===== src/rtl/assert_macros.svh =====
// Assertion macros shared by the top, divider cell and output stage RTL files of the divide, modulo and shift unit.
`ifndef ASSERT_MACROS_SVH
`define ASSERT_MACROS_SVH
`ifndef SYNTHESIS
// Clocked property checked outside reset.
`define ASSERT_AT(label, clk, rst_n, prop) \
    label: assert property (@(posedge clk) disable iff (!rst_n) (prop)) \
        else $error("assertion failed");
// Condition that must never be seen outside reset.
`define ASSERT_NEVER_AT(label, clk, rst_n, cond) \
    label: assert property (@(posedge clk) disable iff (!rst_n) !(cond)) \
        else $error("forbidden condition seen");
`else
`define ASSERT_AT(label, clk, rst_n, prop)
`define ASSERT_NEVER_AT(label, clk, rst_n, cond)
`endif
`endif


===== src/rtl/cdms_pkg.sv =====
// Package with types, codes and helpers of the checked divide, modulo and shift unit.
package cdms_pkg;

    localparam int DATA_WIDTH = 32;
    localparam int SHIFT_W    = $clog2(DATA_WIDTH);

    localparam logic [DATA_WIDTH-1:0] WIDTH_VAL = DATA_WIDTH'(DATA_WIDTH);
    localparam logic [DATA_WIDTH-1:0] MOST_NEG  = {1'b1, {(DATA_WIDTH-1){1'b0}}};
    localparam logic [DATA_WIDTH-1:0] ALL_ONES  = {DATA_WIDTH{1'b1}};

    typedef enum logic [1:0] {
        OP_DIV = 2'd0,
        OP_MOD = 2'd1,
        OP_SHL = 2'd2,
        OP_SAR = 2'd3
    } cdms_op_t;

    typedef enum logic [1:0] {
        ERR_OK       = 2'd0,
        ERR_DIV_ZERO = 2'd1,
        ERR_OVERFLOW = 2'd2,
        ERR_SHIFT    = 2'd3
    } cdms_err_t;

    // Request payload.
    typedef struct packed {
        logic [1:0]                   func;
        logic signed [DATA_WIDTH-1:0] operand_a;
        logic signed [DATA_WIDTH-1:0] operand_b;
    } cdms_req_t;

    // Response payload.
    typedef struct packed {
        logic signed [DATA_WIDTH-1:0] result_value;
        logic [1:0]                   error_code;
    } cdms_rsp_t;

    // Work carried from cell to cell along the divider chain.
    typedef struct packed {
        logic [1:0]            func;
        logic [1:0]            err;
        logic                  div_en;
        logic                  neg_q;
        logic                  neg_r;
        logic [DATA_WIDTH-1:0] rem;
        logic [DATA_WIDTH-1:0] qa;
        logic [DATA_WIDTH-1:0] dvs;
    } cdms_stage_t;

    // Two's complement negation within the data width.
    function automatic logic [DATA_WIDTH-1:0] neg_w(input logic [DATA_WIDTH-1:0] v);
        return (~v) + {{(DATA_WIDTH-1){1'b0}}, 1'b1};
    endfunction

endpackage


===== src/rtl/cdms_cell.sv =====
// One divider cell: a single restoring step that yields one quotient bit.
`include "assert_macros.svh"

module cdms_cell (
    input  logic                  clk,
    input  logic                  rst_n,
    input  logic                  up_valid,
    output logic                  up_ready,
    input  cdms_pkg::cdms_stage_t up_data,
    output logic                  dn_valid,
    input  logic                  dn_ready,
    output cdms_pkg::cdms_stage_t dn_data
);

    logic                          valid_reg;
    cdms_pkg::cdms_stage_t         data_reg;
    cdms_pkg::cdms_stage_t         data_next;
    logic [cdms_pkg::DATA_WIDTH:0] trial;

    assign up_ready = !valid_reg || dn_ready;
    assign dn_valid = valid_reg;
    assign dn_data  = data_reg;

    // Shift the next dividend bit into the partial remainder and try a subtract.
    always_comb
    begin
        data_next = up_data;
        trial     = {up_data.rem, up_data.qa[cdms_pkg::DATA_WIDTH-1]} -
                    {1'b0, up_data.dvs};
        if (up_data.div_en)
        begin
            if (!trial[cdms_pkg::DATA_WIDTH])
            begin
                data_next.rem = trial[cdms_pkg::DATA_WIDTH-1:0];
                data_next.qa  = {up_data.qa[cdms_pkg::DATA_WIDTH-2:0], 1'b1};
            end
            else
            begin
                data_next.rem = {up_data.rem[cdms_pkg::DATA_WIDTH-2:0],
                                 up_data.qa[cdms_pkg::DATA_WIDTH-1]};
                data_next.qa  = {up_data.qa[cdms_pkg::DATA_WIDTH-2:0], 1'b0};
            end
        end
    end

    // Cell register.
    always_ff @(posedge clk or negedge rst_n)
    begin
        if (!rst_n)
        begin
            valid_reg <= 1'b0;
        end
        else if (up_ready)
        begin
            valid_reg <= up_valid;
        end
    end

    always_ff @(posedge clk)
    begin
        if (up_valid && up_ready)
        begin
            data_reg <= data_next;
        end
    end

    // The partial remainder of an active division stays below the divisor.
    `ASSERT_AT(a_rem_below_dvs, clk, rst_n, (valid_reg && data_reg.div_en) |-> (data_reg.rem < data_reg.dvs))

endmodule


===== config.mk =====
export PLATFORM = sky130hd
export DESIGN_NAME = cdms_cell
export DESIGN_NICKNAME = d
export VERILOG_FILES = /design/src/rtl/cdms_pkg.sv /design/src/rtl/cdms_cell.sv
export VERILOG_INCLUDE_DIRS = /design/src /design/src/rtl
export SDC_FILE = /design/constraint.sdc
export NUM_CORES = 1
export LEC_CHECK = 0
export BUFFER_PORTS_ARGS = -buffer_cell sky130_fd_sc_hd__buf_2
export CAP_MARGIN = 20
export CELL_PAD_IN_SITES_DETAIL_PLACEMENT = 1
export CELL_PAD_IN_SITES_GLOBAL_PLACEMENT = 2
export CORE_MARGIN = 3
export CORE_UTILIZATION = 28
export CTS_CLUSTER_SIZE = 30
export DETAILED_ROUTE_END_ITERATION = 8
export HOLD_SLACK_MARGIN = 0.03
export MAX_ROUTING_LAYER = met4
export PLACE_DENSITY = 0.77
export SLEW_MARGIN = 20
export SYNTH_ARGS = -nofsm -noshare
export SYNTH_HDL_FRONTEND = slang
export SYNTH_SLANG_ARGS = --single-unit

===== constraint.sdc =====
create_clock -name clk -period 7.9 [get_ports clk]
set_input_delay 0.79 -clock clk [delete_from_list [all_inputs] [get_ports clk]]
set_output_delay 0.79 -clock clk [all_outputs]
set_load 0.02 [all_outputs]

# == Yosys cells after proc, flatten, opt, wreduce, memory -nomap -nowiden ==
# Index checks and enable logic that the tools add are counted.
# op_classes
n_reduce_logical,3
mux,2
n_addsub,1
# ops
cell,n
64-bit two-way mux,2
33-bit by 32-bit subtractor with 33-bit output,1
1-bit logical AND,1
1-bit logical NOT,1
1-bit logical OR,1
# totals
out_inout_bits,105
elab_cells,15
ff_bits,104
in_bits,107

# == Longest topological paths before layout ==
# Gate-level depths: netlist of the first run.
# logic_depth
word_depth,3
depth_mapped,13
mapped_depth_nobuf,12

# == Least setup slack after synthesis of the first run ==
# OpenSTA, ideal clock, no wires.
# synth_path
path_kind,input -> register
from,input port dn_ready
to,"register data_reg, in the netlist dn_data[0], enable pin"
required_ps,7427
t_arrival_ps,3472
setup_ps,473
path_stages,2
slack_ps,3955
n_path_buf,0
path_cell_list,nand2b_1 -> and2_1
# synth_via
elab_chain_cells,2
# synth_lines
element,line_no,rtl
"start, declared",cdms_cell.sv:11,"input logic dn_ready,"
1-bit logical OR,cdms_cell.sv:20,assign up_ready = !valid_reg || dn_ready;
1-bit logical AND,cdms_cell.sv:61,if (up_valid && up_ready)
"end signal, assigned",cdms_cell.sv:63,data_reg <= data_next;
"end, declared",cdms_cell.sv:16,cdms_pkg::cdms_stage_t data_reg;
# No other way between the ends.
# A chain may end at the register's enable or synchronous reset.

==> results of run 1 <==
-- registers in the layout, indices dropped and copies added (netlist names) --
name	count
dn_data	103
dn_valid	1
-- area by class of cell --
type                    count  area (sq um)
flip-flops and latches    104          3120
well taps                 275           344
inverters                  39           146
multi-input cells         378          2810
clock inverters             7          97.6
fillers                  2418         13500
repair buffers            214          1080
diodes                      2          5.00
clock buffers               9           225
-- metrics by stage --
| step | area [sq um] | hold WS [ps] | power, uW | util, % |
|---|---|---|---|---|
| after global placement | 7500 | 512 | 1080 | 35.1 |
| final | 7830 | 186 | 1570 | 36.7 |
| after floorplan | 6170 | 494 | 961 | - |
| after global routing | 7830 | 170 | 1660 | 36.7 |
| after detailed placement | 7500 | 524 | 1090 | 35.1 |
| after CTS | 7820 | 167 | 1600 | 36.6 |
-- per-layer routing --
| layer | track usage (%) | routed length (microns) | up-vias |
|---|---|---|---|
| met4 | 5.09 | 314 | 0 |
| met3 | 2.29 | 973 | 14 |
| met1 | 20.5 | 8580 | 2301 |
| li1 | - | - | 2410 |
| met5 | - | 0 | - |
| met2 | 24.6 | 8360 | 148 |
-- power by group --
part | leakage [uW] | switching, uW | internal (uW)
Combinational | 0.00231 | 241 | 163
Clock | 0.000158 | 243 | 257
Sequential | 0.000989 | 8.82 | 656
-- logic make-up (layout without fill, tap and decap cells) --
group / after synthesis / after routing
xor gates and xnor gates: 30 / 30
adders and majority gates: 33 / 33
muxes: 57 / 57
other: 0 / 2
AOI/OAI and AO/OA: 140 / 140
and+or+nand+nor: 118 / 118
buffers and inverters: 58 / 269
DFF: 104 / 104
-- final timing paths --
kind / from / endpoint / cells after the start
worst max-delay path: up_data[63] / dn_data[86]$_DFFE_PP_ / 14
worst min-delay path: rst_n / dn_valid$_DFFE_PN0N_ / 1
worst max register to register: dn_valid$_DFFE_PN0N_ / dn_data[86]$_DFFE_PP_ / 3
worst min register to register: dn_valid$_DFFE_PN0N_ / dn_valid$_DFFE_PN0N_ / 2
max in group asynchronous: rst_n / dn_valid$_DFFE_PN0N_ / 1
min in group clk: dn_valid$_DFFE_PN0N_ / dn_valid$_DFFE_PN0N_ / 2
-- cell usage in the layout (no fill, tap or decap), drive strengths merged, types with 4 or more instances in the layout --
cell and n:
nor2b 4, nand4 4, o21ai 24, and3 5, buf 214, a31oi 5, nand2 30, inv 41
clkinv 4, o211ai 5, nor2 48, xor2 12, a21o 23, mux2 34, xnor2 18, a21oi 53
ha 32, or3 4, edfxtp 103, mux2i 23, nor3 5, clkbuf 9, nand2b 5
==> results.json, run 1 <==
{
  "path_cells": "buf_2 -> inv_1 -> ha_1 -> fa_1 -> nand2b_1 -> a21oi_2 -> o21ai_2 -> a21o_4 -> a31oi_4 -> o31a_4 -> xor2_4 -> buf_4 -> mux2i_1 -> a21oi_1",
  "h-tree-depth": 3,
  "vias": 4873,
  "clkSinkCount": 104,
  "core_sq_mm": 0.0214,
  "finalHoldViolCount": 0,
  "setup_violations": 0,
  "skew_ps": 13.6,
  "grtUsageTotal_pct": 15.5,
  "die_h_microns": 154,
  "grt_pass1_vias": 5267,
  "synth_area_sq_mm": 0.00617,
  "floorplan.die_area_sq_mm": 0.0239,
  "synthSimpleGateAreaFrac_pct": 8.84,
  "finalMaxSlewViolations": 0,
  "setup_slack_ps": 3900,
  "routed_via_density": 4.74,
  "drcViolationCount": 0,
  "yosys.area_share.xor_xnor_pct": 4.56,
  "drt_wl_total_microns": 18200,
  "synthAdderAreaFrac_pct": 6.81,
  "power_density_mw_per_mm2": 201,
  "drt_iter0_drc": 246,
  "clockBufferDepth": 2,
  "drv_cap": 0,
  "drive_above_1_share_pct": 37.2,
  "synth_area_per_cell_sq_um": 11.4,
  "fin_crit_sh_pct": 50.6,
  "synth_compound_area_share_pct": 15.2,
  "dp_slack_ps": 3540,
  "placed_cells": 1010,
  "synth.distinct_cells": 61,
  "final_antenna_net_count": 0,
  "critPathLaunchType": "input port",
  "num_rows": 53,
  "status": "complete, no violations",
  "synth_nets": 680,
  "start_util_pct": 28.9,
  "syn_to_final_growth_pct": 26.8,
  "required_ps": 7970,
  "die_w_microns": 154,
  "fin_cells": 1028,
  "antenna_found_initial": 2,
  "hold_path_class": "input port to asynchronous set/reset pin",
  "synth_top_family_by_area": "compound AO/OA/AOI/OAI gates",
  "rsz0062_at_grt": "false",
  "netlist_instances": 540,
  "arrival_ps": 4070,
  "grt_max_degree": 69,
  "cts_tree": "done",
  "root_buffer": "clkbuf_16",
  "synth_most_common_cell": "edfxtp_1",
  "ctsHoldBuffers": 0,
  "cp_num_buf_inv": 3,
  "synth.largest_area_cell": "edfxtp_1",
  "tns_ps": 0,
  "slew-limit-headroom_pct": 47.3,
  "cp-end-kind": "register",
  "hpwlAfterDp_microns": 13900,
  "rrSetupSlack_ps": 5670,
  "synth-seq-area-share_pct": 50.5,
  "clock_latency_ps": 360,
  "firstDrtPassIters": 4,
  "synthTopCellsByCount": "edfxtp_1, a21oi_1, nor2_1",
  "num_io_pins": 212,
  "fmax_ghz": 0.250,
  "overflow": 0,
  "place_congestion": 0.800,
  "critical_path_peak_fanout": 25,
  "asyncSetResetFlopFracSynth_pct": 0.962,
  "leakagePower_uw": 0.00346,
  "wire_per_inst_microns": 17.7,
  "postCtsResizedCells": 0,
  "yosysTopAreaCellShare_pct": 50.1,
  "synth_ff_type": "edfxtp_1",
  "tightest_slew_ps": 790,
  "synthMuxAreaShare_pct": 10.1,
  "max_stage_delay_ps": 480,
  "nets": 886,
  "yosys_register_bits": 104,
  "clk_pin_slew_worst_paths_ps": 90,
  "worstSetupPathType": "input port to register",
  "io_buffers": 211,
  "post_cts_buffers": 0,
  "synth_area_leaders": "edfxtp_1, ha_1, mux2_2",
  "crit_family": "compound AO/OA/AOI/OAI gates",
  "synth_edf_count": 103,
  "period_needed_ps": 4000,
  "cts_buffers": 9,
  "cp_slowest_cell": "buf_4",
  "ir_drop_v": 0.0000985,
  "yosysWarnings": 0,
  "grt_pass1_wl_microns": 28700
}
Power figures use the tool's default switching activity.
==> inputs of run 2 (changes only) <==
--- a/config.mk
+++ b/config.mk
@@ -16,7 +16,7 @@
 export DETAILED_ROUTE_END_ITERATION = 8
 export HOLD_SLACK_MARGIN = 0.03
 export MAX_ROUTING_LAYER = met4
-export PLACE_DENSITY = 0.77
+export PLACE_DENSITY = 0.8
 export SLEW_MARGIN = 20
 export SYNTH_ARGS = -nofsm -noshare
 export SYNTH_HDL_FRONTEND = slang
==> constraint.sdc (replaced) <==
create_clock -name clk -period 3.6 [get_ports clk]
set_input_delay 0.36 -clock clk [delete_from_list [all_inputs] [get_ports clk]]
set_output_delay 0.36 -clock clk [all_outputs]
set_load 0.02 [all_outputs]
==> run 2 against run 1 <==
  * Sequential share of layout area down 0.48 points
  * Sequential power up 120%
  * Sequential cell count unchanged
  * Clock power up 130%
  * Clock skew decreased by 1.4 ps
  * Via count increased by 1.1%
  * Critical endpoint is now dn_data[76]$_DFFE_PP_
  * Highest routed layer unchanged
==> results.json, run 2 (synthesis gave the netlist of run 1 again) <==
{
  "finalHoldViolCount": 0,
  "die_h_microns": 154,
  "path_cells": "buf_2 -> inv_1 -> ha_1 -> fa_1 -> nand2b_1 -> a21oi_2 -> o21ai_2 -> a21o_4 -> a31oi_4 -> o31a_4 -> xor2_4 -> buf_4 -> mux2i_1 -> a21oi_1",
  "routed_via_density": 4.77,
  "drt_iter0_drc": 223,
  "required_ps": 3690,
  "net-switching-power_uw": 1080,
  "rr_endpoint": "dn_data[31]$_DFFE_PP_",
  "cts_buffers": 9,
  "rsz0062_at_grt": "false",
  "firstDrtPassIters": 4,
  "finalMaxSlewViolations": 0,
  "worstSetupPathType": "input port to register",
  "r2r_cells": 3,
  "hold_path_class": "input port to register",
  "slew-limit-headroom_pct": 50.8,
  "num_io_pins": 212,
  "whs_ps": 171,
  "root_buffer": "clkbuf_16",
  "clk_pin_slew_worst_paths_ps": 90,
  "p_clk_share_pct": 33.0,
  "setup_violations": 0,
  "power_density_mw_per_mm2": 446,
  "final_cell_mix": "buf_2, edfxtp_1, a21oi_1",
  "largest_reg_flops": 103,
  "clkSinkCount": 104,
  "swShare_pct": 30.6,
  "cts_tree": "done",
  "die_w_microns": 154,
  "comb_power_share_pct": 25.6,
  "num_rows": 53,
  "hpwlAfterDp_microns": 14100,
  "clockBufferDepth": 2,
  "fmax_ghz": 0.338,
  "nets": 892,
  "drt_wl_total_microns": 18200,
  "tns_ps": 0,
  "grtUsageTotal_pct": 15.5,
  "drv_cap": 0,
  "io_buffers": 211,
  "leakagePower_uw": 0.00351,
  "start_util_pct": 28.9,
  "clock_latency_ps": 360,
  "antenna_found_initial": 1,
  "total_power_uw": 3530,
  "hold-path-endpoint": "dn_data[96]$_DFFE_PP_",
  "cp_num_buf_inv": 3,
  "critical_path_peak_fanout": 11,
  "rrSetupSlack_ps": 1700,
  "holdPathStages": 1,
  "place_congestion": 0.800,
  "p_int_uw": 2450,
  "h-tree-depth": 3,
  "ir_drop_v": 0.000208,
  "max_stage_delay_ps": 410,
  "status": "complete, no violations",
  "wire_per_inst_microns": 17.6,
  "min_from": "up_data[96]",
  "critPathLaunchType": "input port",
  "final_antenna_net_count": 0,
  "r2r_start": "dn_valid$_DFFE_PN0N_",
  "crit_family": "compound AO/OA/AOI/OAI gates",
  "core_sq_mm": 0.0214,
  "num-fill-cells": 2447,
  "layout_commonest_cell": "buf_2",
  "floorplan.die_area_sq_mm": 0.0239,
  "grt_pass1_wl_microns": 28600,
  "cp-end-kind": "register",
  "fin_cells": 1033,
  "drcViolationCount": 0,
  "postCtsResizedCells": 0,
  "arrival_ps": 3050,
  "tightest_slew_ps": 738,
  "grt_pass1_vias": 5270,
  "skew_ps": 12.2,
  "syn_to_final_growth_pct": 28.4,
  "period_needed_ps": 2960,
  "vias": 4926,
  "power_frac_seq_pct": 41.3,
  "fin_crit_sh_pct": 82.2,
  "grt_max_degree": 61,
  "cp_slowest_cell": "fa_1",
  "placed_cells": 1015,
  "overflow": 0,
  "drive_above_1_share_pct": 37.5
}
==> run 2: per-layer routing <==
| layer | routed length [microns] | global-route usage [%] | vias to the layer above | part of all wire [%] |
|---|---|---|---|---|
| li1 | - | - | 2421 | - |
| met1 | 8430 | 20.0 | 2356 | 46 |
| met2 | 8740 | 25.7 | 137 | 48 |
| met3 | 850 | 2.55 | 12 | 4.7 |
| met4 | 204 | 3.87 | 0 | 1.1 |
| met5 | 0 | - | - | 0 |
==> run 2: how the worst max path moves through the flow <==
stage          depth (start not counted)                    end                 start  slack, ps
2_1_floorplan                          2   dn_data[0]$_DFFE_PP_  dn_valid$_DFFE_PN0N_          2
3_3_place_gp                          14  dn_data[77]$_DFFE_PP_           up_data[63]        320
3_5_place_dp                          14  dn_data[76]$_DFFE_PP_           up_data[63]        250
4_1_cts                               14  dn_data[76]$_DFFE_PP_           up_data[63]        600
5_1_grt                               14  dn_data[84]$_DFFE_PP_           up_data[63]        430
6_report                              14  dn_data[76]$_DFFE_PP_           up_data[63]        640
==> run 2: through the flow <==
step	worst slack (ps)	area [sq um]	utilization, %
2_1_floorplan	1.64	6170	-
3_3_place_gp	324	7560	35.4
3_5_place_dp	250	7560	35.4
4_1_cts	605	7920	37.1
5_1_grt	428	7930	37.1
6_report	640	7930	37.1
==> run 2: worst register-to-register path, cell delays in order (launching register included) <==
cell and delay [ps]:
dfrtp_1 400, nand2b_1 120, and2_4 630, buf_4 430
==> run 2: timing repair <==
action	CTS	global route
buffers inserted	0	0
hold buffers	1	0
endpoints found under the hold margin	1	0
==> run 2: area by class of cell <==
cell class / count / area, sq um / area share (%)
Timing Repair Buffer: 220 / 1150 / 14.6
Clock inverter: 7 / 124 / 1.56
Antenna cell: 1 / 2.50 / 0.0316
Clock buffer: 9 / 225 / 2.84
Multi-Input combinational cell: 378 / 2810 / 35.5
Inverter: 39 / 146 / 1.85
Sequential cell: 104 / 3120 / 39.3
Tap cell: 275 / 344 / 4.34
==> run 2: power by group through the flow <==
stage	Clock, uW	Sequential (uW)	Combinational [uW]
5_1_grt	1240	1470	1000
3_5_place_dp	0	1490	914
3_3_place_gp	0	1490	903
4_1_cts	1210	1460	920
2_1_floorplan	0	1600	510
6_report	1170	1460	905
