`config.mk`:
```
export PLATFORM = sky130hd
export DESIGN_NAME = cdms_post
export DESIGN_NICKNAME = d
export VERILOG_FILES = /design/src/rtl/cdms_pkg.sv /design/src/rtl/cdms_post.sv
export VERILOG_INCLUDE_DIRS = /design/src /design/src/rtl
export SDC_FILE = /design/constraint.sdc
export NUM_CORES = 1
export LEC_CHECK = 0
export ABC_AREA = 1
export BUFFER_PORTS_ARGS = -buffer_cell sky130_fd_sc_hd__clkbuf_2
export CAP_MARGIN = 20
export CORE_MARGIN = 2
export CORE_UTILIZATION = 40
export CTS_CLUSTER_DIAMETER = 200
export DETAILED_ROUTE_END_ITERATION = 8
export GPL_TIMING_DRIVEN = 0
export MAX_ROUTING_LAYER = met4
export PLACE_DENSITY = 0.69
export REMOVE_ABC_BUFFERS = 1
export SYNTH_ARGS = -nofsm -noshare
export SYNTH_HDL_FRONTEND = slang
export SYNTH_SLANG_ARGS = --single-unit
```
`constraint.sdc`:
```
create_clock -name clk -period 2.75 [get_ports clk]
set_input_delay 0.4125 -clock clk [delete_from_list [all_inputs] [get_ports clk]]
set_output_delay 0.4125 -clock clk [all_outputs]
set_load 0.1 [all_outputs]
```
`src/rtl/assert_macros.svh`:
```
// Assertion macros shared by the top, divider cell and output stage RTL files of the divide, modulo and shift unit.
`ifndef ASSERT_MACROS_SVH
`define ASSERT_MACROS_SVH
`ifndef SYNTHESIS
// Clocked property checked outside reset.
`define ASSERT_AT(label, clk, rst_n, prop) \
    label: assert property (@(posedge clk) disable iff (!rst_n) (prop)) \
        else $error("assertion failed");
// Condition that must never be seen outside reset.
`define ASSERT_NEVER_AT(label, clk, rst_n, cond) \
    label: assert property (@(posedge clk) disable iff (!rst_n) !(cond)) \
        else $error("forbidden condition seen");
`else
`define ASSERT_AT(label, clk, rst_n, prop)
`define ASSERT_NEVER_AT(label, clk, rst_n, cond)
`endif
`endif

```
`src/rtl/cdms_pkg.sv`:
```
// Package with types, codes and helpers of the checked divide, modulo and shift unit.
package cdms_pkg;

    localparam int DATA_WIDTH = 32;
    localparam int SHIFT_W    = $clog2(DATA_WIDTH);

    localparam logic [DATA_WIDTH-1:0] WIDTH_VAL = DATA_WIDTH'(DATA_WIDTH);
    localparam logic [DATA_WIDTH-1:0] MOST_NEG  = {1'b1, {(DATA_WIDTH-1){1'b0}}};
    localparam logic [DATA_WIDTH-1:0] ALL_ONES  = {DATA_WIDTH{1'b1}};

    typedef enum logic [1:0] {
        OP_DIV = 2'd0,
        OP_MOD = 2'd1,
        OP_SHL = 2'd2,
        OP_SAR = 2'd3
    } cdms_op_t;

    typedef enum logic [1:0] {
        ERR_OK       = 2'd0,
        ERR_DIV_ZERO = 2'd1,
        ERR_OVERFLOW = 2'd2,
        ERR_SHIFT    = 2'd3
    } cdms_err_t;

    // Request payload.
    typedef struct packed {
        logic [1:0]                   func;
        logic signed [DATA_WIDTH-1:0] operand_a;
        logic signed [DATA_WIDTH-1:0] operand_b;
    } cdms_req_t;

    // Response payload.
    typedef struct packed {
        logic signed [DATA_WIDTH-1:0] result_value;
        logic [1:0]                   error_code;
    } cdms_rsp_t;

    // Work carried from cell to cell along the divider chain.
    typedef struct packed {
        logic [1:0]            func;
        logic [1:0]            err;
        logic                  div_en;
        logic                  neg_q;
        logic                  neg_r;
        logic [DATA_WIDTH-1:0] rem;
        logic [DATA_WIDTH-1:0] qa;
        logic [DATA_WIDTH-1:0] dvs;
    } cdms_stage_t;

    // Two's complement negation within the data width.
    function automatic logic [DATA_WIDTH-1:0] neg_w(input logic [DATA_WIDTH-1:0] v);
        return (~v) + {{(DATA_WIDTH-1){1'b0}}, 1'b1};
    endfunction

endpackage

```
`src/rtl/cdms_post.sv`:
```
// Output stage: sign correction, error masking and the response register.
`include "assert_macros.svh"

module cdms_post (
    input  logic                  clk,
    input  logic                  rst_n,
    input  logic                  up_valid,
    output logic                  up_ready,
    input  cdms_pkg::cdms_stage_t up_data,
    output logic                  dn_valid,
    input  logic                  dn_ready,
    output cdms_pkg::cdms_rsp_t   dn_data
);

    logic                            valid_reg;
    cdms_pkg::cdms_rsp_t             rsp_reg;
    cdms_pkg::cdms_rsp_t             rsp_next;
    logic [cdms_pkg::DATA_WIDTH-1:0] res;

    assign up_ready = !valid_reg || dn_ready;
    assign dn_valid = valid_reg;
    assign dn_data  = rsp_reg;

    // Apply the result signs; any error forces a zero result.
    always_comb
    begin
        unique case (up_data.func)
            cdms_pkg::OP_DIV: res = up_data.neg_q ? cdms_pkg::neg_w(up_data.qa) : up_data.qa;
            cdms_pkg::OP_MOD: res = up_data.neg_r ? cdms_pkg::neg_w(up_data.rem) : up_data.rem;
            cdms_pkg::OP_SHL,
            cdms_pkg::OP_SAR: res = up_data.qa;
            default:          res = up_data.qa;
        endcase
        rsp_next.error_code   = up_data.err;
        rsp_next.result_value = (up_data.err == cdms_pkg::ERR_OK) ? res : '0;
    end

    // Response register.
    always_ff @(posedge clk or negedge rst_n)
    begin
        if (!rst_n)
        begin
            valid_reg <= 1'b0;
        end
        else if (up_ready)
        begin
            valid_reg <= up_valid;
        end
    end

    always_ff @(posedge clk)
    begin
        if (up_valid && up_ready)
        begin
            rsp_reg <= rsp_next;
        end
    end

    // A flagged error always comes with a zero result.
    `ASSERT_AT(a_err_zero_result, clk, rst_n, (valid_reg && (rsp_reg.error_code != cdms_pkg::ERR_OK)) |-> (rsp_reg.result_value == '0))
    // An error entering the stage reaches the response register unchanged.
    `ASSERT_AT(a_err_carried, clk, rst_n, (up_valid && up_ready) |=> (rsp_reg.error_code == $past(up_data.err)))

endmodule
```
# Word level (Yosys, flattened, before mapping)
# Index checks and enable logic that the tools add are counted.
# op_classes
n_div	0
magnitude_cmp	0
bitwise_logic	2
eq_ne	3
muxes	3
n_reduce_logical	6
add_sub_neg	2
multipliers	0
shift	0
# op_table
operator	count
case mux 32 bit (3 select lines)	1
adder 32 x 1 -> 32 bit (second input constant)	2
two-way mux 32 bit	2
NOT 32 bit	2
== test 2 bit (second input constant)	2
zero test 2 bit	2
== test 2 x 1 -> 1 bit (second input constant)	1
OR reduction 2 bit	1
logical AND 1 bit	1
zero test 1 bit	1
logical OR 1 bit	1
# word_totals
reg_bits	35
inputBits	107
wordCells	19
out_inout_bits	36
latchBits	0
memories	0
mem_bits_rw	0
mem_bits_ro	0

# Logic depth before layout (Yosys ltp)
# Gate-level depths: netlist (run 1).
# depth
ltp_word	4
ltp_mapped	12
depth_no_buf	12

# Worst setup path before layout (run 1)
# OpenSTA, ideal clock, no wires.
# synth_timing
path_kind	register to register
start	register valid_reg, in the netlist dn_valid
end	register rsp_reg, in the netlist dn_data[0] (enable)
path_stages_with_launch	2
period_less_slack_ns	3.038
path_slack_ns	-0.288
path_buffers	0
required_time_ns	2.314
arrival_ns	2.602
setup_time_ns	0.436
path_cell_list	dfrtp_1 -> a21oi_1
# synth_between
elab_chain_len	3
# synth_rtl
item	line	rtl
from (decl)	cdms_post.sv:15	logic valid_reg;
from (signal assigned)	cdms_post.sv:47	valid_reg <= up_valid;
zero test 1 bit	cdms_post.sv:20	assign up_ready = !valid_reg || dn_ready;
logical OR 1 bit	cdms_post.sv:20	
logical AND 1 bit	cdms_post.sv:53	if (up_valid && up_ready)
to (signal assigned)	cdms_post.sv:55	rsp_reg <= rsp_next;
to (decl)	cdms_post.sv:16	cdms_pkg::cdms_rsp_t rsp_reg;
# Every way passes these cells.
# A chain may end at the register's enable or synchronous reset.

# Worst setup path after layout (run 1)
# layout_timing
start	input up_data[97] in the netlist's numbering
end	register rsp_reg, in the netlist dn_data[16] (data pin)
# layout_between
elab_chain_len	2
# layout_rtl
item	line	rtl
from (decl)	cdms_post.sv:9	input cdms_pkg::cdms_stage_t up_data,
two-way mux 32 bit	cdms_post.sv:28	cdms_pkg::OP_DIV: res = up_data.neg_q ? cdms_pkg::neg_w(up_data.qa) : up_data.qa;
case mux 32 bit (3 select lines)	cdms_post.sv:27	unique case (up_data.func)
# Every way passes these cells.

==> results of run 1 <==
==> sequential cells by signal, indices dropped and copies added, names as in the netlist <==
name and cells:
dn_data 34, dn_valid 1
==> worst max path at each step <==
stage / end / from / cells past startpoint
2_1_floorplan: dn_data[0] / dn_valid / 1
3_3_place_gp: dn_data[16] / up_valid / 3
3_5_place_dp: dn_data[16] / up_data[97] / 8
4_1_cts: dn_data[16] / up_data[97] / 8
5_1_grt: dn_data[16] / up_data[97] / 8
6_report: dn_data[16] / up_data[97] / 8
==> layout by cell type (no fill, tap or decap), types with 4 or more instances in the layout <==
cell	synthesis	routed
inv_1	65	65
nor2_4	7	7
a31oi_1	4	4
nor2_1	89	89
nand3_1	76	76
nor2_2	21	21
nand2_1	154	154
a21oi_1	36	35
nand3b_1	8	8
inv_2	13	13
nand2_2	10	10
o21ai_1	4	4
edfxtp_1	34	34
nand4_1	14	14
o21ai_0	31	31
clkbuf_8	3	6
clkbuf_2	0	109
nand3_2	4	4
==> through the flow <==
stage	instance area (um^2)	hold slack, ns
2_1_floorplan	3760	0.117
3_3_place_gp	4470	0.187
3_5_place_dp	4510	0.190
6_report	4640	0.319
4_1_cts	4640	0.314
5_1_grt	4640	0.315
==> cell families after synthesis <==
kind of cell,synth area share
compound gates,0.126
fa+ha+maj,0.00642
buf+inv,0.113
flops,0.268
simple gates,0.486
==> synthesized netlist by cell type (3+ instances only) <==
library cell	number	area, um^2
o211ai_1	3	22.5
nor3_1	3	15.0
o21ai_0	31	155
o21ai_2	3	26.3
nand3_1	76	380
clkbuf_1	3	11.3
inv_2	13	48.8
nand2_2	10	62.6
buf_6	3	33.8
o21ai_1	4	20.0
nor2_1	89	334
nand3_2	4	40.0
clkbuf_8	3	41.3
edfxtp_1	34	1020
buf_2	5	25.0
nand3b_1	8	60.1
a21oi_1	36	180
nor2_4	7	78.8
nor2_2	21	131
inv_1	65	244
nand2_1	154	578
nand4_1	14	87.6
a31oi_1	4	25.0
==> power by group through the flow <==
stage	logic (uW)	registers, uW	clock network [uW]
2_1_floorplan	268	859	0
5_1_grt	760	632	517
3_3_place_gp	683	643	0
3_5_place_dp	697	641	0
4_1_cts	701	630	506
6_report	703	629	497
==> metal layers <==
layer / up-vias / part of all wire / global-route usage
li1: 2237 / - / -
met1: 2017 / 0.43 / 0.294
met2: 157 / 0.47 / 0.385
met3: 21 / 0.066 / 0.0386
met4: 0 / 0.025 / 0.0954
met5: - / 0 / -
==> area by class of cell <==
type / instances / area share
multi-input combinational: 486 / 0.522
inverter: 80 / 0.0653
sequential: 35 / 0.226
timing repair buffer: 111 / 0.126
clock inverter: 2 / 0.00756
clock buffer: 6 / 0.0178
tap: 133 / 0.0359
==> metrics.md, run 1 <==
| Metric | Value |
|---|---|
| Number of flops mapped to enable cells by yosys | 34 |
| Global Route Usage Sum | 0.237 |
| Largest net degree at the start of global routing | 30 |
| Antenna cells | 0 |
| Slowest CP cell | clkbuf_2 |
| Layout area overhead | 19.0% |
| Worst Path Arrival | 2.40 ns |
| Row Count | 36 |
| PwrDens | 395 nW/um^2 |
| Nets@finish | 828 |
| Final slew viol count | 0 |
| Reg-to-reg slack, setup | 1.35 ns |
| FILL cells | 1033 |
| Final Core Density | 0.483 |
| Die Y | 103 um |
| Main flop type after synthesis | edfxtp_1 |
| Reg2Reg Depth | 2 |
| Launch point of the worst reg-to-reg path | dn_valid |
| Root Buffer Master | clkbuf_8 |
| Worst setup SP type | input port |
| P_leak | 0.00221 uW |
| Fin crit share | 0.828 |
| DRC errors left | 0 |
| Distinct cells, synth | 42 |
| Hold buffers post-CTS | 1 |
| Initial antenna violation count | 0 |
| Crit. End Element | register |
| CP top delay family | buffers and inverters |
| DR vias | 4432 |
| Switch share | 0.408 |
| Final Hold Violating Endpoints | 0 |
| Via/cell ratio | 5.20 |
| Max Clk Rate | 0.439 GHz |
| Worst path cell trace | clkbuf_2, inv_2, nor2_4, inv_2, a21oi_1, nor3_1, nand3b_1, a21oi_1 |
| Relative slew slack | 0.264 |
| CP max FO | 29 |
| Dpl cells | 844 |
| Final Power | 1830 uW |
| Core footprint | 9590 um^2 |
| # setup viols final | 0 |
| Dpl ws | 0.243 ns |
| Grt ovf | 0 |
| Die ar. | 10500 um^2 |
| Non-Filler Instances | 853 |
| Setup CP Type | input port to register |
| Hpwl dp | 9770 um |
| Port buffer count | 109 |
| Detailed Route Iter0 Violations | 282 |
| TritonCTS clock tree | done |
| Switching power | 746 uW |
| Sequential cell area | 1050 um^2 |
| Post-synthesis sequential area ratio | 0.268 |
| Hold path depth | 1 |
| WHS Endpoint | dn_data[1] |
| Clock latency on the worst-skew pair | 0.31 ns |
| Async SR Flop Fraction | 0.0286 |
| Yosys warns | 0 |
| Mapped Area | 3900 um^2 |
| Final wirelength | 12100 um |
| Crit-path max cell delay | 0.48 ns |
| WL/cell | 14.2 um |
| Flops & latches, synth | 35 |
| HP Start | up_data[100] |
| IO Pins | 143 |
| Die width | 103 um |
| Layout cells sized above 1 | 0.261 |
| RSZ-0062 raised after global routing | no |
| Clock Sinks | 35 |
| HP Class | input port to register |
| Synth Instances | 619 |
| H-tree level count | 2 |
| First-pass GRT wire length | 18900 um |
| Status | completed |
| Peak VDD IR | 206 uV |
| Vias in the first global route | 3962 |
| Sequential Power Share | 0.344 |
| CP bufs+invs | 3 |
| Comb pwr share | 0.384 |
| CTS Buf Count | 5 |
| Clock power frac | 0.272 |
| CP Data Required Time | 2.88 ns |
| Drt pass-1 iters | 5 |
| Initial Utilization | 0.406 |
| CTS max path bufs | 2 |
| Worst-path clk slew | 0.07 ns |
| Mean Syn Cell Area | 6.29 um^2 |
| Setup Fix Bufs, Post-CTS | 0 |
| P_int | 1080 uW |
| Worst-margin pin slew | 1.10 ns |
| Detail Route Antenna Nets | 0 |
| Worst setup margin | 0.474 ns |
| Worst reg2reg endpoint | dn_data[8] |
| Post-route setup TNS | 0 ns |
| RePlAce Congestion | 0.957 |
| Max cap viols | 0 |
| Crit path time final | 2.28 ns |
| PostCTS Resize Cnt | 0 |
| Final Skew | 0.0112 ns |
| Area of the multi-input gates | 2420 um^2 |
No activity file was read; power rests on OpenSTA's default activity.
==> run 2: changes to the inputs <==
--- a/config.mk
+++ b/config.mk
@@ -15,7 +15,7 @@
 export DETAILED_ROUTE_END_ITERATION = 8
 export GPL_TIMING_DRIVEN = 0
 export MAX_ROUTING_LAYER = met4
-export PLACE_DENSITY = 0.69
+export PLACE_DENSITY = 0.71
 export REMOVE_ABC_BUFFERS = 1
 export SYNTH_ARGS = -nofsm -noshare
 export SYNTH_HDL_FRONTEND = slang
==> constraint.sdc (replaced) <==
create_clock -name clk -period 1.83 [get_ports clk]
set_input_delay 0.2745 -clock clk [delete_from_list [all_inputs] [get_ports clk]]
set_output_delay 0.2745 -clock clk [all_outputs]
set_load 0.1 [all_outputs]
==> metrics.md, run 2 (synthesized netlist as in run 1, its figures left out) <==
| Metric | Value |
|---|---|
| Largest net degree at the start of global routing | 30 (unchanged) |
| H-tree level count | 2 (unchanged) |
| Fin crit share | 0.937 |
| Final slew viol count | 0 (unchanged) |
| TritonCTS clock tree | done |
| Clock latency on the worst-skew pair | 0.30 ns (about the same) |
| Via/cell ratio | 5.24 (+0.79%) |
| Post-DP Area | 4510 um^2 (unchanged) |
| Peak VDD IR | 303 uV (+47%) |
| Final Power | 2790 uW (+53%) |
| Port buffer count | 109 (unchanged) |
| Die ar. | 10500 um^2 (unchanged) |
| Max cap viols | 0 (unchanged) |
| Switching power | 1150 uW (+55%) |
| Max Clk Rate | 0.583 GHz |
| Area of the multi-input gates | 2440 um^2 (+0.88%) |
| Root Buffer Master | clkbuf_8 |
| P_int | 1640 uW (+51%) |
| Worst setup margin | 0.115 ns (-0.359 ns) |
| Status | completed |
| Setup CP Type | input port to register |
| Hpwl dp | 9800 um (+0.32%) |
| Worst-margin pin slew | 0.911 ns (-0.189 ns) |
| Max reg flops | 34 (unchanged) |
| Drt pass-1 iters | 5 (unchanged) |
| DRC errors left | 0 (unchanged) |
| Most frequent cells in the layout | nand2_1, clkbuf_2, nor2_1 |
| Clock Sinks | 35 (unchanged) |
| Grt ovf | 0 (unchanged) |
| Detail Route Antenna Nets | 0 (unchanged) |
| CTS max path bufs | 2 (unchanged) |
| RePlAce Congestion | 0.929 (-2.9%) |
| Crit path time final | 1.72 ns |
| Row Count | 36 (unchanged) |
| Sequential cell area | 1050 um^2 (unchanged) |
| FILL cells | 1023 (-0.97%) |
| First-pass GRT wire length | 19300 um (+2.5%) |
| CP max FO | 25 (-14%) |
| Detailed Route Iter0 Violations | 333 (+18%) |
| Layout cells sized above 1 | 0.273 (+0.0122) |
| PwrDens | 592 nW/um^2 (+50%) |
| Die width | 103 um (unchanged) |
| CP Data Required Time | 1.85 ns (-1.03 ns) |
| Initial antenna violation count | 0 (unchanged) |
| Nets@finish | 836 (+0.97%) |
| Final wirelength | 12500 um (+3.4%) |
| CTS Buf Count | 5 (unchanged) |
| Worst-path clk slew | 0.08 ns (about the same) |
| Antenna cells | 0 (unchanged) |
| Final Hold Violating Endpoints | 0 (unchanged) |
| Global Route Usage Sum | 0.245 (+0.00740) |
| Initial Utilization | 0.406 (unchanged) |
| Sequential Power Share | 0.338 (-0.006) |
| Switch share | 0.413 (+0.00541) |
| Die Y | 103 um (unchanged) |
| Worst setup SP type | input port |
| Most common cell after layout, fill and taps aside | nand2_1 |
| Comb pwr share | 0.386 (+0.002) |
| Vias in the first global route | 3978 (+0.40%) |
| Crit. End Element | register |
| Final Skew | 0.00428 ns (-0.00693 ns) |
| Dpl ws | -0.606 ns (-0.849 ns) |
| HP Class | input port to register |
| # setup viols final | 0 (unchanged) |
| WL/cell | 14.6 um (+2.5%) |
| Core footprint | 9590 um^2 (unchanged) |
| Clock power frac | 0.276 (+0.004) |
| Worst Path Arrival | 1.74 ns (-0.66 ns) |
| Fin area | 4720 um^2 (+1.8%) |
| DR vias | 4509 (+1.7%) |
| RSZ-0062 raised after global routing | no |
| IO Pins | 143 (unchanged) |
| P_leak | 0.00225 uW (+1.5%) |
| Relative slew slack | 0.392 (+0.128) |
| Layout area overhead | 21.1% |
[run 2: metrics by stage]
stage               hold slack, ns  TNS [ns]  instances  utilization
floorplan                  -0.0211    -41.42        601            -
global placement            0.0493    -60.94        843        0.466
detailed placement          0.0501    -10.58        844        0.470
CTS                          0.167         0        855        0.486
global route                 0.178         0        861        0.492
finish                       0.175         0        861        0.492
[run 2: repair_timing]
action,in CTS,in global routing
endpoints found under the setup margin,19,7
hold buffers,1,0
gates resized for setup,5,2
cloned,2,0
pin swaps,1,2
setup buffers,0,6
hold endpoints to repair,1,0
[run 2: metal layers]
layer / track usage / vias to the layer above / routed length (um)
li1: - / 2248 / -
met1: 0.312 / 2058 / 5330
met2: 0.398 / 179 / 5960
met3: 0.0312 / 24 / 919
met4: 0.0903 / 0 / 346
met5: - / - / 0
[run 2: worst max-delay path: stages]
cell and delay (ns):
clkbuf_4 0.26, inv_4 0.23, nor2_1 0.11, nand3b_4 0.20, nor2_2 0.18, nand3_1 0.09
nand3_1 0.15, nand2_1 0.07, nor2_1 0.11, nor2_1 0.05
[run 2: final timing paths]
path                             startpoint           to  slack, ns  depth (start not counted)
max in group asynchronous             rst_n     dn_valid       1.46                          2
worst min-delay path            up_data[99]   dn_data[0]       0.17                          1
min in group asynchronous             rst_n     dn_valid       0.28                          2
worst max-delay path            up_data[96]  dn_data[32]       0.11                         10
worst min register to register     dn_valid     dn_valid       0.59                          2
worst max register to register     dn_valid  dn_data[14]       0.34                          2
[run 2: final cells by class]
| type | instances | area share |
|---|---|---|
| Inverter | 80 | 0.0650 |
| Timing Repair Buffer | 117 | 0.134 |
| Clock buffer | 6 | 0.0175 |
| Clock inverter | 2 | 0.00743 |
| Multi-Input combinational cell | 487 | 0.517 |
| Sequential cell | 35 | 0.222 |
| Tap cell | 133 | 0.0353 |
| Timing Repair inverter | 1 | 0.00159 |
[run 2: power groups by stage]
stage	combinational, uW	sequential (uW)	clock (uW)
2_1_floorplan	403	1290	0
6_report	1080	946	771
5_1_grt	1160	952	808
3_5_place_dp	1050	964	0
3_3_place_gp	1020	966	0
4_1_cts	1060	946	783
